--- src/rbb_pkg.sv ---
`default_nettype none

package rbb_pkg;

  // Field and register widths
  localparam int unsigned ColorW = 8;
  localparam int unsigned CoordW = 11;
  localparam int unsigned DimW   = 12;
  localparam int unsigned DutyW  = 8;
  localparam int unsigned PauseW = 5;
  localparam int unsigned SumW   = 28;
  localparam int unsigned ProdW  = 32;
  localparam int unsigned CfgIdxW  = 3;
  localparam int unsigned CfgDataW = 12;

  // Largest usable frame dimension
  localparam logic [DimW-1:0] MaxDim = DimW'(2048);

  // Configuration register indexes
  localparam logic [CfgIdxW-1:0] CFG_FRAME_WIDTH  = 3'd0;
  localparam logic [CfgIdxW-1:0] CFG_FRAME_HEIGHT = 3'd1;
  localparam logic [CfgIdxW-1:0] CFG_DUTY_LOW     = 3'd2;
  localparam logic [CfgIdxW-1:0] CFG_DUTY_MEDIUM  = 3'd3;
  localparam logic [CfgIdxW-1:0] CFG_DUTY_HIGH    = 3'd4;
  localparam logic [CfgIdxW-1:0] CFG_PAUSE_LONG   = 3'd5;
  localparam logic [CfgIdxW-1:0] CFG_PAUSE_SHORT  = 3'd6;

  // Register reset values
  localparam logic [DimW-1:0]   RstFrameWidth  = 12'd640;
  localparam logic [DimW-1:0]   RstFrameHeight = 12'd480;
  localparam logic [DutyW-1:0]  RstDutyLow     = 8'd64;
  localparam logic [DutyW-1:0]  RstDutyMedium  = 8'd128;
  localparam logic [DutyW-1:0]  RstDutyHigh    = 8'd192;
  localparam logic [PauseW-1:0] RstPauseLong   = 5'd20;
  localparam logic [PauseW-1:0] RstPauseShort  = 5'd15;

  typedef enum logic [1:0] {
    DIR_STOP = 2'd0,
    DIR_FWD  = 2'd1,
    DIR_REV  = 2'd2
  } dir_e;

  typedef enum logic [1:0] {
    PH_FORWARD = 2'd0,
    PH_RIGHT   = 2'd1,
    PH_LEFT    = 2'd2
  } phase_e;

  typedef struct packed {
    logic [ColorW-1:0] blue;
    logic [ColorW-1:0] green;
    logic [ColorW-1:0] red;
    logic [CoordW-1:0] row;
    logic [CoordW-1:0] col;
    logic              frame_end;
  } pixel_t;

  typedef struct packed {
    logic [DutyW-1:0] left_duty;
    dir_e             left_dir;
    logic [DutyW-1:0] right_duty;
    dir_e             right_dir;
    logic             blob_seen;
    logic             decided;
  } result_t;

  typedef struct packed {
    logic [DutyW-1:0] left_duty;
    dir_e             left_dir;
    logic [DutyW-1:0] right_duty;
    dir_e             right_dir;
  } cmd_t;

  typedef struct packed {
    logic [SumW-1:0] sum_blue;
    logic [SumW-1:0] sum_green;
    logic [SumW-1:0] sum_red;
  } summary_t;

  typedef struct packed {
    logic [DimW-1:0]   frame_width;
    logic [DimW-1:0]   frame_height;
    logic [DutyW-1:0]  duty_low;
    logic [DutyW-1:0]  duty_medium;
    logic [DutyW-1:0]  duty_high;
    logic [PauseW-1:0] pause_long;
    logic [PauseW-1:0] pause_short;
  } cfg_t;

  // Saturating accumulate of one color sample
  function automatic logic [SumW-1:0] sat_add(input logic [SumW-1:0] s,
                                              input logic [ColorW-1:0] v);
    logic [SumW:0] t;
    t = {1'b0, s} + {{(SumW+1-ColorW){1'b0}}, v};
    return t[SumW] ? {SumW{1'b1}} : t[SumW-1:0];
  endfunction

endpackage

`default_nettype wire

--- src/rbb_front.sv ---
`default_nettype none

module rbb_front (
  input  wire logic            clk_i,
  input  wire logic            rst_ni,
  input  wire rbb_pkg::cfg_t   cfg_i,
  input  wire logic            accept_i,
  input  wire rbb_pkg::pixel_t pixel_i,
  output logic                 sum_push_o,
  output rbb_pkg::summary_t    sum_o
);

  logic [rbb_pkg::DimW-1:0]   w, h, row_lo, col_lo, col_hi;
  logic [rbb_pkg::DimW+1:0]   w3;
  logic [rbb_pkg::DimW-1:0]   row_x, col_x;
  logic                       in_win;
  rbb_pkg::summary_t          acc_q, acc_d, upd;

  // Clamp dimensions and derive window bounds
  always_comb begin
    w = (cfg_i.frame_width > rbb_pkg::MaxDim) ? rbb_pkg::MaxDim : cfg_i.frame_width;
    h = (cfg_i.frame_height > rbb_pkg::MaxDim) ? rbb_pkg::MaxDim : cfg_i.frame_height;
    row_lo = {1'b0, h[rbb_pkg::DimW-1:1]};
    col_lo = {2'b00, w[rbb_pkg::DimW-1:2]};
    w3 = {2'b00, w} + {1'b0, w, 1'b0};
    col_hi = w3[rbb_pkg::DimW+1:2];
    row_x = {1'b0, pixel_i.row};
    col_x = {1'b0, pixel_i.col};
    in_win = (row_x >= row_lo) && (row_x < h) && (col_x >= col_lo) && (col_x < col_hi);
  end

  // Accumulate window pixels; hand off and clear at end of frame
  always_comb begin
    upd = acc_q;
    if (in_win) begin
      upd.sum_blue  = rbb_pkg::sat_add(acc_q.sum_blue, pixel_i.blue);
      upd.sum_green = rbb_pkg::sat_add(acc_q.sum_green, pixel_i.green);
      upd.sum_red   = rbb_pkg::sat_add(acc_q.sum_red, pixel_i.red);
    end
    acc_d = acc_q;
    if (accept_i) begin
      acc_d = pixel_i.frame_end ? '0 : upd;
    end
  end

  assign sum_push_o = accept_i && pixel_i.frame_end;
  assign sum_o      = upd;

  always_ff @(posedge clk_i or negedge rst_ni) begin
    if (!rst_ni) begin
      acc_q <= '0;
    end else begin
      acc_q <= acc_d;
    end
  end

endmodule

`default_nettype wire

--- src/rbb_sumq.sv ---
`default_nettype none

module rbb_sumq (
  input  wire logic              clk_i,
  input  wire logic              rst_ni,
  input  wire logic              push_i,
  input  wire rbb_pkg::summary_t data_i,
  output logic                   full_o,
  input  wire logic              pop_i,
  output logic                   empty_o,
  output rbb_pkg::summary_t      data_o
);

  rbb_pkg::summary_t mem_q [2];
  logic       wr_ptr_q, wr_ptr_d, rd_ptr_q, rd_ptr_d;
  logic [1:0] cnt_q, cnt_d;

  assign full_o  = (cnt_q == 2'd2);
  assign empty_o = (cnt_q == 2'd0);
  assign data_o  = mem_q[rd_ptr_q];

  // Advance pointers and count
  always_comb begin
    wr_ptr_d = push_i ? ~wr_ptr_q : wr_ptr_q;
    rd_ptr_d = pop_i ? ~rd_ptr_q : rd_ptr_q;
    cnt_d    = cnt_q + {1'b0, push_i} - {1'b0, pop_i};
  end

  always_ff @(posedge clk_i or negedge rst_ni) begin
    if (!rst_ni) begin
      wr_ptr_q <= 1'b0;
      rd_ptr_q <= 1'b0;
      cnt_q    <= 2'd0;
    end else begin
      wr_ptr_q <= wr_ptr_d;
      rd_ptr_q <= rd_ptr_d;
      cnt_q    <= cnt_d;
    end
  end

  // Store entry
  always_ff @(posedge clk_i) begin
    if (push_i) begin
      mem_q[wr_ptr_q] <= data_i;
    end
  end

endmodule

`default_nettype wire

--- src/rbb_back.sv ---
`default_nettype none

module rbb_back (
  input  wire logic              clk_i,
  input  wire logic              rst_ni,
  input  wire rbb_pkg::cfg_t     cfg_i,
  input  wire logic              sum_empty_i,
  input  wire rbb_pkg::summary_t sum_i,
  output logic                   sum_pop_o,
  output logic                   empty_o,
  input  wire logic              pop_i,
  output rbb_pkg::result_t       result_o
);

  logic [rbb_pkg::PauseW-1:0] pause_q, pause_d;
  rbb_pkg::phase_e            phase_q, phase_d;
  rbb_pkg::cmd_t              held_q, held_d;
  logic [rbb_pkg::ProdW-1:0]  b10, r11, g11;
  logic                       blob, decided;
  rbb_pkg::result_t           res;
  rbb_pkg::result_t           oq_q [2];
  logic                       wr_ptr_q, rd_ptr_q;
  logic [1:0]                 cnt_q, cnt_d;
  logic                       do_pop;

  // Take a summary when the result queue has room
  assign do_pop    = !sum_empty_i && (cnt_q != 2'd2);
  assign sum_pop_o = do_pop;

  // Scaled color comparison by shift and add
  always_comb begin
    b10 = {1'b0, sum_i.sum_blue, 3'b000} + {3'b000, sum_i.sum_blue, 1'b0};
    r11 = {1'b0, sum_i.sum_red, 3'b000} + {3'b000, sum_i.sum_red, 1'b0}
        + {4'b0000, sum_i.sum_red};
    g11 = {1'b0, sum_i.sum_green, 3'b000} + {3'b000, sum_i.sum_green, 1'b0}
        + {4'b0000, sum_i.sum_green};
  end

  // Decide or count down the pause
  always_comb begin
    pause_d = pause_q;
    phase_d = phase_q;
    held_d  = held_q;
    blob    = 1'b0;
    decided = 1'b0;
    if (pause_q != '0) begin
      pause_d = pause_q - rbb_pkg::PauseW'(1);
    end else begin
      decided = 1'b1;
      blob    = (b10 > r11) && (b10 > g11);
      if (!blob) begin
        held_d = '{cfg_i.duty_medium, rbb_pkg::DIR_REV, cfg_i.duty_medium, rbb_pkg::DIR_FWD};
      end else begin
        case (phase_q)
          rbb_pkg::PH_FORWARD: begin
            held_d  = '{cfg_i.duty_medium, rbb_pkg::DIR_FWD,
                        cfg_i.duty_medium, rbb_pkg::DIR_FWD};
            phase_d = rbb_pkg::PH_RIGHT;
            pause_d = cfg_i.pause_long;
          end
          rbb_pkg::PH_RIGHT: begin
            held_d  = '{cfg_i.duty_high, rbb_pkg::DIR_FWD, cfg_i.duty_low, rbb_pkg::DIR_FWD};
            phase_d = rbb_pkg::PH_LEFT;
            pause_d = cfg_i.pause_short;
          end
          rbb_pkg::PH_LEFT: begin
            held_d  = '{cfg_i.duty_low, rbb_pkg::DIR_FWD, cfg_i.duty_high, rbb_pkg::DIR_FWD};
            phase_d = rbb_pkg::PH_FORWARD;
            pause_d = cfg_i.pause_long;
          end
          default: begin
            phase_d = rbb_pkg::PH_FORWARD;
          end
        endcase
      end
    end
    res = '{held_d.left_duty, held_d.left_dir, held_d.right_duty, held_d.right_dir,
            blob, decided};
  end

  always_ff @(posedge clk_i or negedge rst_ni) begin
    if (!rst_ni) begin
      pause_q <= '0;
      phase_q <= rbb_pkg::PH_FORWARD;
      held_q  <= '{rbb_pkg::RstDutyLow, rbb_pkg::DIR_STOP,
                   rbb_pkg::RstDutyLow, rbb_pkg::DIR_STOP};
    end else if (do_pop) begin
      pause_q <= pause_d;
      phase_q <= phase_d;
      held_q  <= held_d;
    end
  end

  // Result queue: hold results until popped
  assign empty_o  = (cnt_q == 2'd0);
  assign result_o = oq_q[rd_ptr_q];
  assign cnt_d    = cnt_q + {1'b0, do_pop} - {1'b0, pop_i && !empty_o};

  always_ff @(posedge clk_i or negedge rst_ni) begin
    if (!rst_ni) begin
      wr_ptr_q <= 1'b0;
      rd_ptr_q <= 1'b0;
      cnt_q    <= 2'd0;
    end else begin
      if (do_pop) begin
        wr_ptr_q <= ~wr_ptr_q;
      end
      if (pop_i && !empty_o) begin
        rd_ptr_q <= ~rd_ptr_q;
      end
      cnt_q <= cnt_d;
    end
  end

  always_ff @(posedge clk_i) begin
    if (do_pop) begin
      oq_q[wr_ptr_q] <= res;
    end
  end

endmodule

`default_nettype wire

--- src/roi_blue_blob_motor_sequencer.sv ---
// A frame_end request's sums are registered in the summary queue, then its result in the result queue.
// Throughput: one pixel request per cycle while the summary queue is not full; one result per frame.
// The pause/phase decision unit takes one frame summary per cycle when the result queue has room.
// Reset (rst_ni low, asynchronous): sums, pause count and phase clear, the held
// command returns to both duties 64 and both motors stopped, registers take defaults.
`default_nettype none

module roi_blue_blob_motor_sequencer (
  input  wire logic                            clk_i,
  input  wire logic                            rst_ni,
  input  wire logic                            push,
  output logic                                 full,
  input  wire rbb_pkg::pixel_t                 in_item_i,
  output logic                                 empty,
  input  wire logic                            pop,
  output rbb_pkg::result_t                     out_item_o,
  input  wire logic                            cfg_valid_i,
  output logic                                 cfg_ready_o,
  input  wire logic [rbb_pkg::CfgIdxW-1:0]     cfg_index_i,
  input  wire logic [rbb_pkg::CfgDataW-1:0]    cfg_data_i
);

  rbb_pkg::cfg_t     cfg_q, cfg_d;
  rbb_pkg::summary_t sum_in, sum_out;
  logic              accept, sum_push, sum_full, sum_empty, sum_pop;

  assign cfg_ready_o = 1'b1;
  assign accept      = push && !full;
  assign full        = sum_full;

  // Decode register writes
  always_comb begin
    cfg_d = cfg_q;
    if (cfg_valid_i) begin
      case (cfg_index_i)
        rbb_pkg::CFG_FRAME_WIDTH:  cfg_d.frame_width  = cfg_data_i;
        rbb_pkg::CFG_FRAME_HEIGHT: cfg_d.frame_height = cfg_data_i;
        rbb_pkg::CFG_DUTY_LOW:     cfg_d.duty_low     = cfg_data_i[rbb_pkg::DutyW-1:0];
        rbb_pkg::CFG_DUTY_MEDIUM:  cfg_d.duty_medium  = cfg_data_i[rbb_pkg::DutyW-1:0];
        rbb_pkg::CFG_DUTY_HIGH:    cfg_d.duty_high    = cfg_data_i[rbb_pkg::DutyW-1:0];
        rbb_pkg::CFG_PAUSE_LONG:   cfg_d.pause_long   = cfg_data_i[rbb_pkg::PauseW-1:0];
        rbb_pkg::CFG_PAUSE_SHORT:  cfg_d.pause_short  = cfg_data_i[rbb_pkg::PauseW-1:0];
        default: ;
      endcase
    end
  end

  always_ff @(posedge clk_i or negedge rst_ni) begin
    if (!rst_ni) begin
      cfg_q <= '{rbb_pkg::RstFrameWidth, rbb_pkg::RstFrameHeight, rbb_pkg::RstDutyLow,
                 rbb_pkg::RstDutyMedium, rbb_pkg::RstDutyHigh, rbb_pkg::RstPauseLong,
                 rbb_pkg::RstPauseShort};
    end else begin
      cfg_q <= cfg_d;
    end
  end

  rbb_front u_front (
    .clk_i      (clk_i),
    .rst_ni     (rst_ni),
    .cfg_i      (cfg_q),
    .accept_i   (accept),
    .pixel_i    (in_item_i),
    .sum_push_o (sum_push),
    .sum_o      (sum_in)
  );

  rbb_sumq u_sumq (
    .clk_i   (clk_i),
    .rst_ni  (rst_ni),
    .push_i  (sum_push),
    .data_i  (sum_in),
    .full_o  (sum_full),
    .pop_i   (sum_pop),
    .empty_o (sum_empty),
    .data_o  (sum_out)
  );

  rbb_back u_back (
    .clk_i       (clk_i),
    .rst_ni      (rst_ni),
    .cfg_i       (cfg_q),
    .sum_empty_i (sum_empty),
    .sum_i       (sum_out),
    .sum_pop_o   (sum_pop),
    .empty_o     (empty),
    .pop_i       (pop),
    .result_o    (out_item_o)
  );

endmodule

`default_nettype wire
--- config.mk ---
export PLATFORM = sky130hd
export DESIGN_NAME = roi_blue_blob_motor_sequencer
export DESIGN_NICKNAME = d
export VERILOG_FILES = /design/src/rbb_pkg.sv /design/src/rbb_front.sv /design/src/rbb_sumq.sv /design/src/rbb_back.sv /design/src/roi_blue_blob_motor_sequencer.sv
export SDC_FILE = /design/constraint.sdc
export NUM_CORES = 1
export LEC_CHECK = 0
export BUFFER_PORTS_ARGS = -buffer_cell sky130_fd_sc_hd__clkbuf_2
export CAP_MARGIN = 20
export CORE_ASPECT_RATIO = 1.1
export CORE_UTILIZATION = 64
export DETAILED_ROUTE_END_ITERATION = 10
export HOLD_SLACK_MARGIN = 0.1
export PLACE_DENSITY = 0.91
export RECOVER_POWER = 25
export SYNTH_ARGS = -nofsm -noshare
export SYNTH_HDL_FRONTEND = slang
export SYNTH_SLANG_ARGS = --single-unit
export TNS_END_PERCENT = 1
--- constraint.sdc ---
create_clock -name clk_i -period 9.17 [get_ports clk_i]
set_input_delay 1.834 -clock clk_i [delete_from_list [all_inputs] [get_ports clk_i]]
set_output_delay 1.834 -clock clk_i [all_outputs]
set_load 0.01 [all_outputs]
==> results.py <==
metrics = {
    "clock_network": {
        "cts_tree": "built",
        "clock_path_buffers": 3,
        "numCtsBuffers": 40,
        "cts_root_buf": "clkbuf_16",
        "cts_resized": 0,
        "cts_sinks": 389,
        "cts-htree-levels": 2,
        "cts_setup_buffers": 0,
        "clkSlewWorstSetupHoldPaths_ps": 60,
        "cts_hold_buffers": 0,
        "insertion_delay_ps": 580,
    },
    "timing": {
        "finalHoldViolCount": 0,
        "fmax_mhz": 134,
        "drv_slew": 158,
        "worst_pin_slew_ps": 4130,
        "rsz0062_at_grt": "false",
        "fin_crit_sh_pct": 81.4,
        "slew_headroom_pct": -175,
        "finalSetupViolations": 0,
        "tns_ps": 0,
        "clock_skew_ps": 51.0,
        "period_minus_slack_ps": 7460,
    },
    "worst_setup_path": {
        "crit_fanout": 64,
        "crit_type": "flip-flop to flip-flop",
        "worstSetupEndpointType": "flip-flop",
        "start_kind": "flip-flop",
        "critPathRequiredTime_ps": 9390,
        "worstPathArrival_ps": 7680,
    },
    "placement": {
        "place_inst": 3114,
        "io_buffers": 90,
        "place.gp.congestion": 0.943,
        "dp_hpwl_mm": 48.6,
    },
    "power": {
        "p_sw_w": 0.00557,
        "p_int_w": 0.00661,
        "seq_power_share_pct": 21.9,
        "vdd_ir_drop_max_uv": 316,
        "clockPowerShare_pct": 13.3,
        "combPwrFrac_pct": 64.8,
        "swShare_pct": 45.7,
        "p_leak_nw": 12.2,
        "p_per_area_nw_per_um2": 421,
    },
    "job": {
        "cap_violations": 3,
    },
    "die": {
        "std_cell_rows": 78,
        "ioPinCount": 92,
        "core_area_um2": 41300,
        "initial_utilization_pct": 64.9,
        "die_w_um": 197,
        "dieHeight_um": 217,
        "die_area_um2": 42700,
    },
    "logic_synthesis": {
        "ys_types": 89,
        "syn_area_um2": 26800,
        "synthFlopType": "edfxtp_1",
        "syn_avg_cell_area_um2": 10.5,
        "yosys_warnings": 0,
        "synth_edf_count": 212,
        "synth_fp_nets": 2895,
        "ys_ff_latch": 389,
        "yosysMostFrequentCell": "ha_1",
        "yosys-top-cells-count": "ha_1, edfxtp_1, a21oi_1",
        "synth_area_leader_cell": "edfxtp_1",
        "yosysSeqAreaShare_pct": 40.4,
        "synth_async_sr_flop_share_pct": 45.5,
        "synthCells": 2544,
        "synth_area_leaders": "edfxtp_1, dfrtp_1, ha_1",
        "synth_top_area_share_pct": 23.8,
    },
    "cells_and_area": {
        "drive_gt1_share_pct": 15.8,
        "antenna_cells": 0,
        "multi_input_area_um2": 15200,
        "regArea_um2": 10800,
        "fillers": 2692,
        "instances_no_fill": 3189,
        "fin_nets": 2948,
        "syn_to_final_growth_pct": 8.16,
    },
    "drt": {
        "drt-initial-drc-count": 2118,
        "wl_mm": 69.3,
        "route.detailed.drc": 0,
        "drt-pass1-iter-count": 6,
        "vias": 21500,
        "viasPerCell": 6.73,
        "wl_per_cell_um": 21.7,
        "drtAntennaViolNets": 0,
    },
    "outcome": {
        "violations": "max-capacitance violations, max-slew violations",
        "status": "complete, but fails checks",
    },
    "global_routing": {
        "use_met2_pct": 56.4,
        "grt_usage_pct": 32.9,
        "grt_pass1_vias": 21700,
        "grt_pass1_wl_mm": 112,
        "globalRouteOverflowTotal": 0,
        "use_met1_pct": 38.4,
        "grt_antenna_before_repair": 0,
        "top_usage_layer": "met2",
        "grt_max_degree": 114,
        "use_met3_pct": 6.49,
    },
    "worst_hold_path": {
        "hold_class": "flip-flop to flip-flop",
    },
}
layer usage:
metal	vias to the layer above	share of wire [%]
met1	10300	36
li1	9617	-
met5	-	0
met3	320	8.7
met4	0	6.3
met2	1237	49
state kept, by name, summed over array words and instances (netlist names):
name,count
u_back.oq_q,44
u_sumq.wr_ptr_q,1
u_back.held_q,20
u_back.cnt_q,2
u_back.wr_ptr_q,1
u_sumq.rd_ptr_q,1
u_sumq.mem_q,168
u_front.acc_q,84
cfg_q,58
u_back.pause_q,5
u_back.phase_q,2
u_sumq.cnt_q,2
u_back.rd_ptr_q,1
critical path, stage by stage, from the launching register on:
cell	delay, ps
dfrtp_4	1040
buf_4	430
mux2_2	390
ha_1	340
o21a_1	150
o31a_1	200
a2bb2oi_1	390
nor4b_1	430
a2111oi_0	190
nor3_1	430
and2_1	210
o21ai_0	90
a221oi_1	440
ha_1	230
nand4_1	130
nor4_1	400
nand4_1	160
o21a_1	220
a211oi_4	220
buf_4	450
mux2i_1	370
o21ai_1	130
path summary, 6_finish.rpt:
check                                 from                 to  slack [ps]  cells after the start
max                        u_sumq.rd_ptr_q  u_back.oq_q[1][8]        1710                     21
min                        u_sumq.cnt_q[1]    u_sumq.cnt_q[1]         510                      1
max reg2reg                u_sumq.rd_ptr_q  u_back.oq_q[1][8]        1710                     21
min reg2reg                u_sumq.cnt_q[1]    u_sumq.cnt_q[1]         510                      1
max in group asynchronous           rst_ni    u_sumq.rd_ptr_q        2100                      3
min in group asynchronous           rst_ni          cfg_q[43]        1920                      1
cell type report:
type                       instances  area share, %
clock inverter                    19          0.726
sequential                       389           37.4
inverter                          85           1.10
tap                              560           2.42
multi-input combinational       1963           52.4
timing repair buffer             118           2.16
clock buffer                      55           3.79
kinds of logic (layout without fill, tap and decap cells):
logic type      after synthesis  count (layout)  synth area share [%]
fa+ha+maj                   284             284                  14.9
simple gates                680             680                  12.4
flops                       389             389                  40.4
compound gates              665             665                  15.9
xor+xnor                    123             123                  4.02
other cells                   1               1                0.0140
mux                         210             210                  9.37
buf+inv                     192             277                  3.04
cell usage in the layout, fill, tap and decap left out, types with 83 or more instances in the layout:
| cell | instances |
|---|---|
| edfxtp_1 | 212 |
| a21oi_1 | 199 |
| dfrtp_1 | 158 |
| ha_1 | 227 |
| clkbuf_2 | 87 |
| nor2_1 | 172 |
| mux2_2 | 165 |
| nand2_1 | 193 |
| o21ai_0 | 127 |
| inv_1 | 83 |
per-stage QoR:
step | power, W | instance area (µm²) | worst slack [ps] | util [%] | hold WS (ps)
2_1_floorplan | 0.00849 | 26800 | 2600 | - | 431
3_3_place_gp | 0.00986 | 27700 | 2130 | 67.0 | 468
3_5_place_dp | 0.0103 | 27700 | 1960 | 67.1 | 472
4_1_cts | 0.0121 | 29000 | 1900 | 70.2 | 503
5_1_grt | 0.0131 | 29000 | 883 | 70.1 | 508
6_report | 0.0122 | 29000 | 1710 | 70.1 | 510
power groups by stage:
stage | Combinational [W] | Sequential, W | Clock [W]
5_1_grt | 0.00873 | 0.00270 | 0.00169
3_5_place_dp | 0.00767 | 0.00267 | 0
3_3_place_gp | 0.00723 | 0.00263 | 0
2_1_floorplan | 0.00597 | 0.00252 | 0
4_1_cts | 0.00779 | 0.00265 | 0.00163
6_report | 0.00789 | 0.00267 | 0.00162
Note: power is estimated with default switching activity, not from simulation.
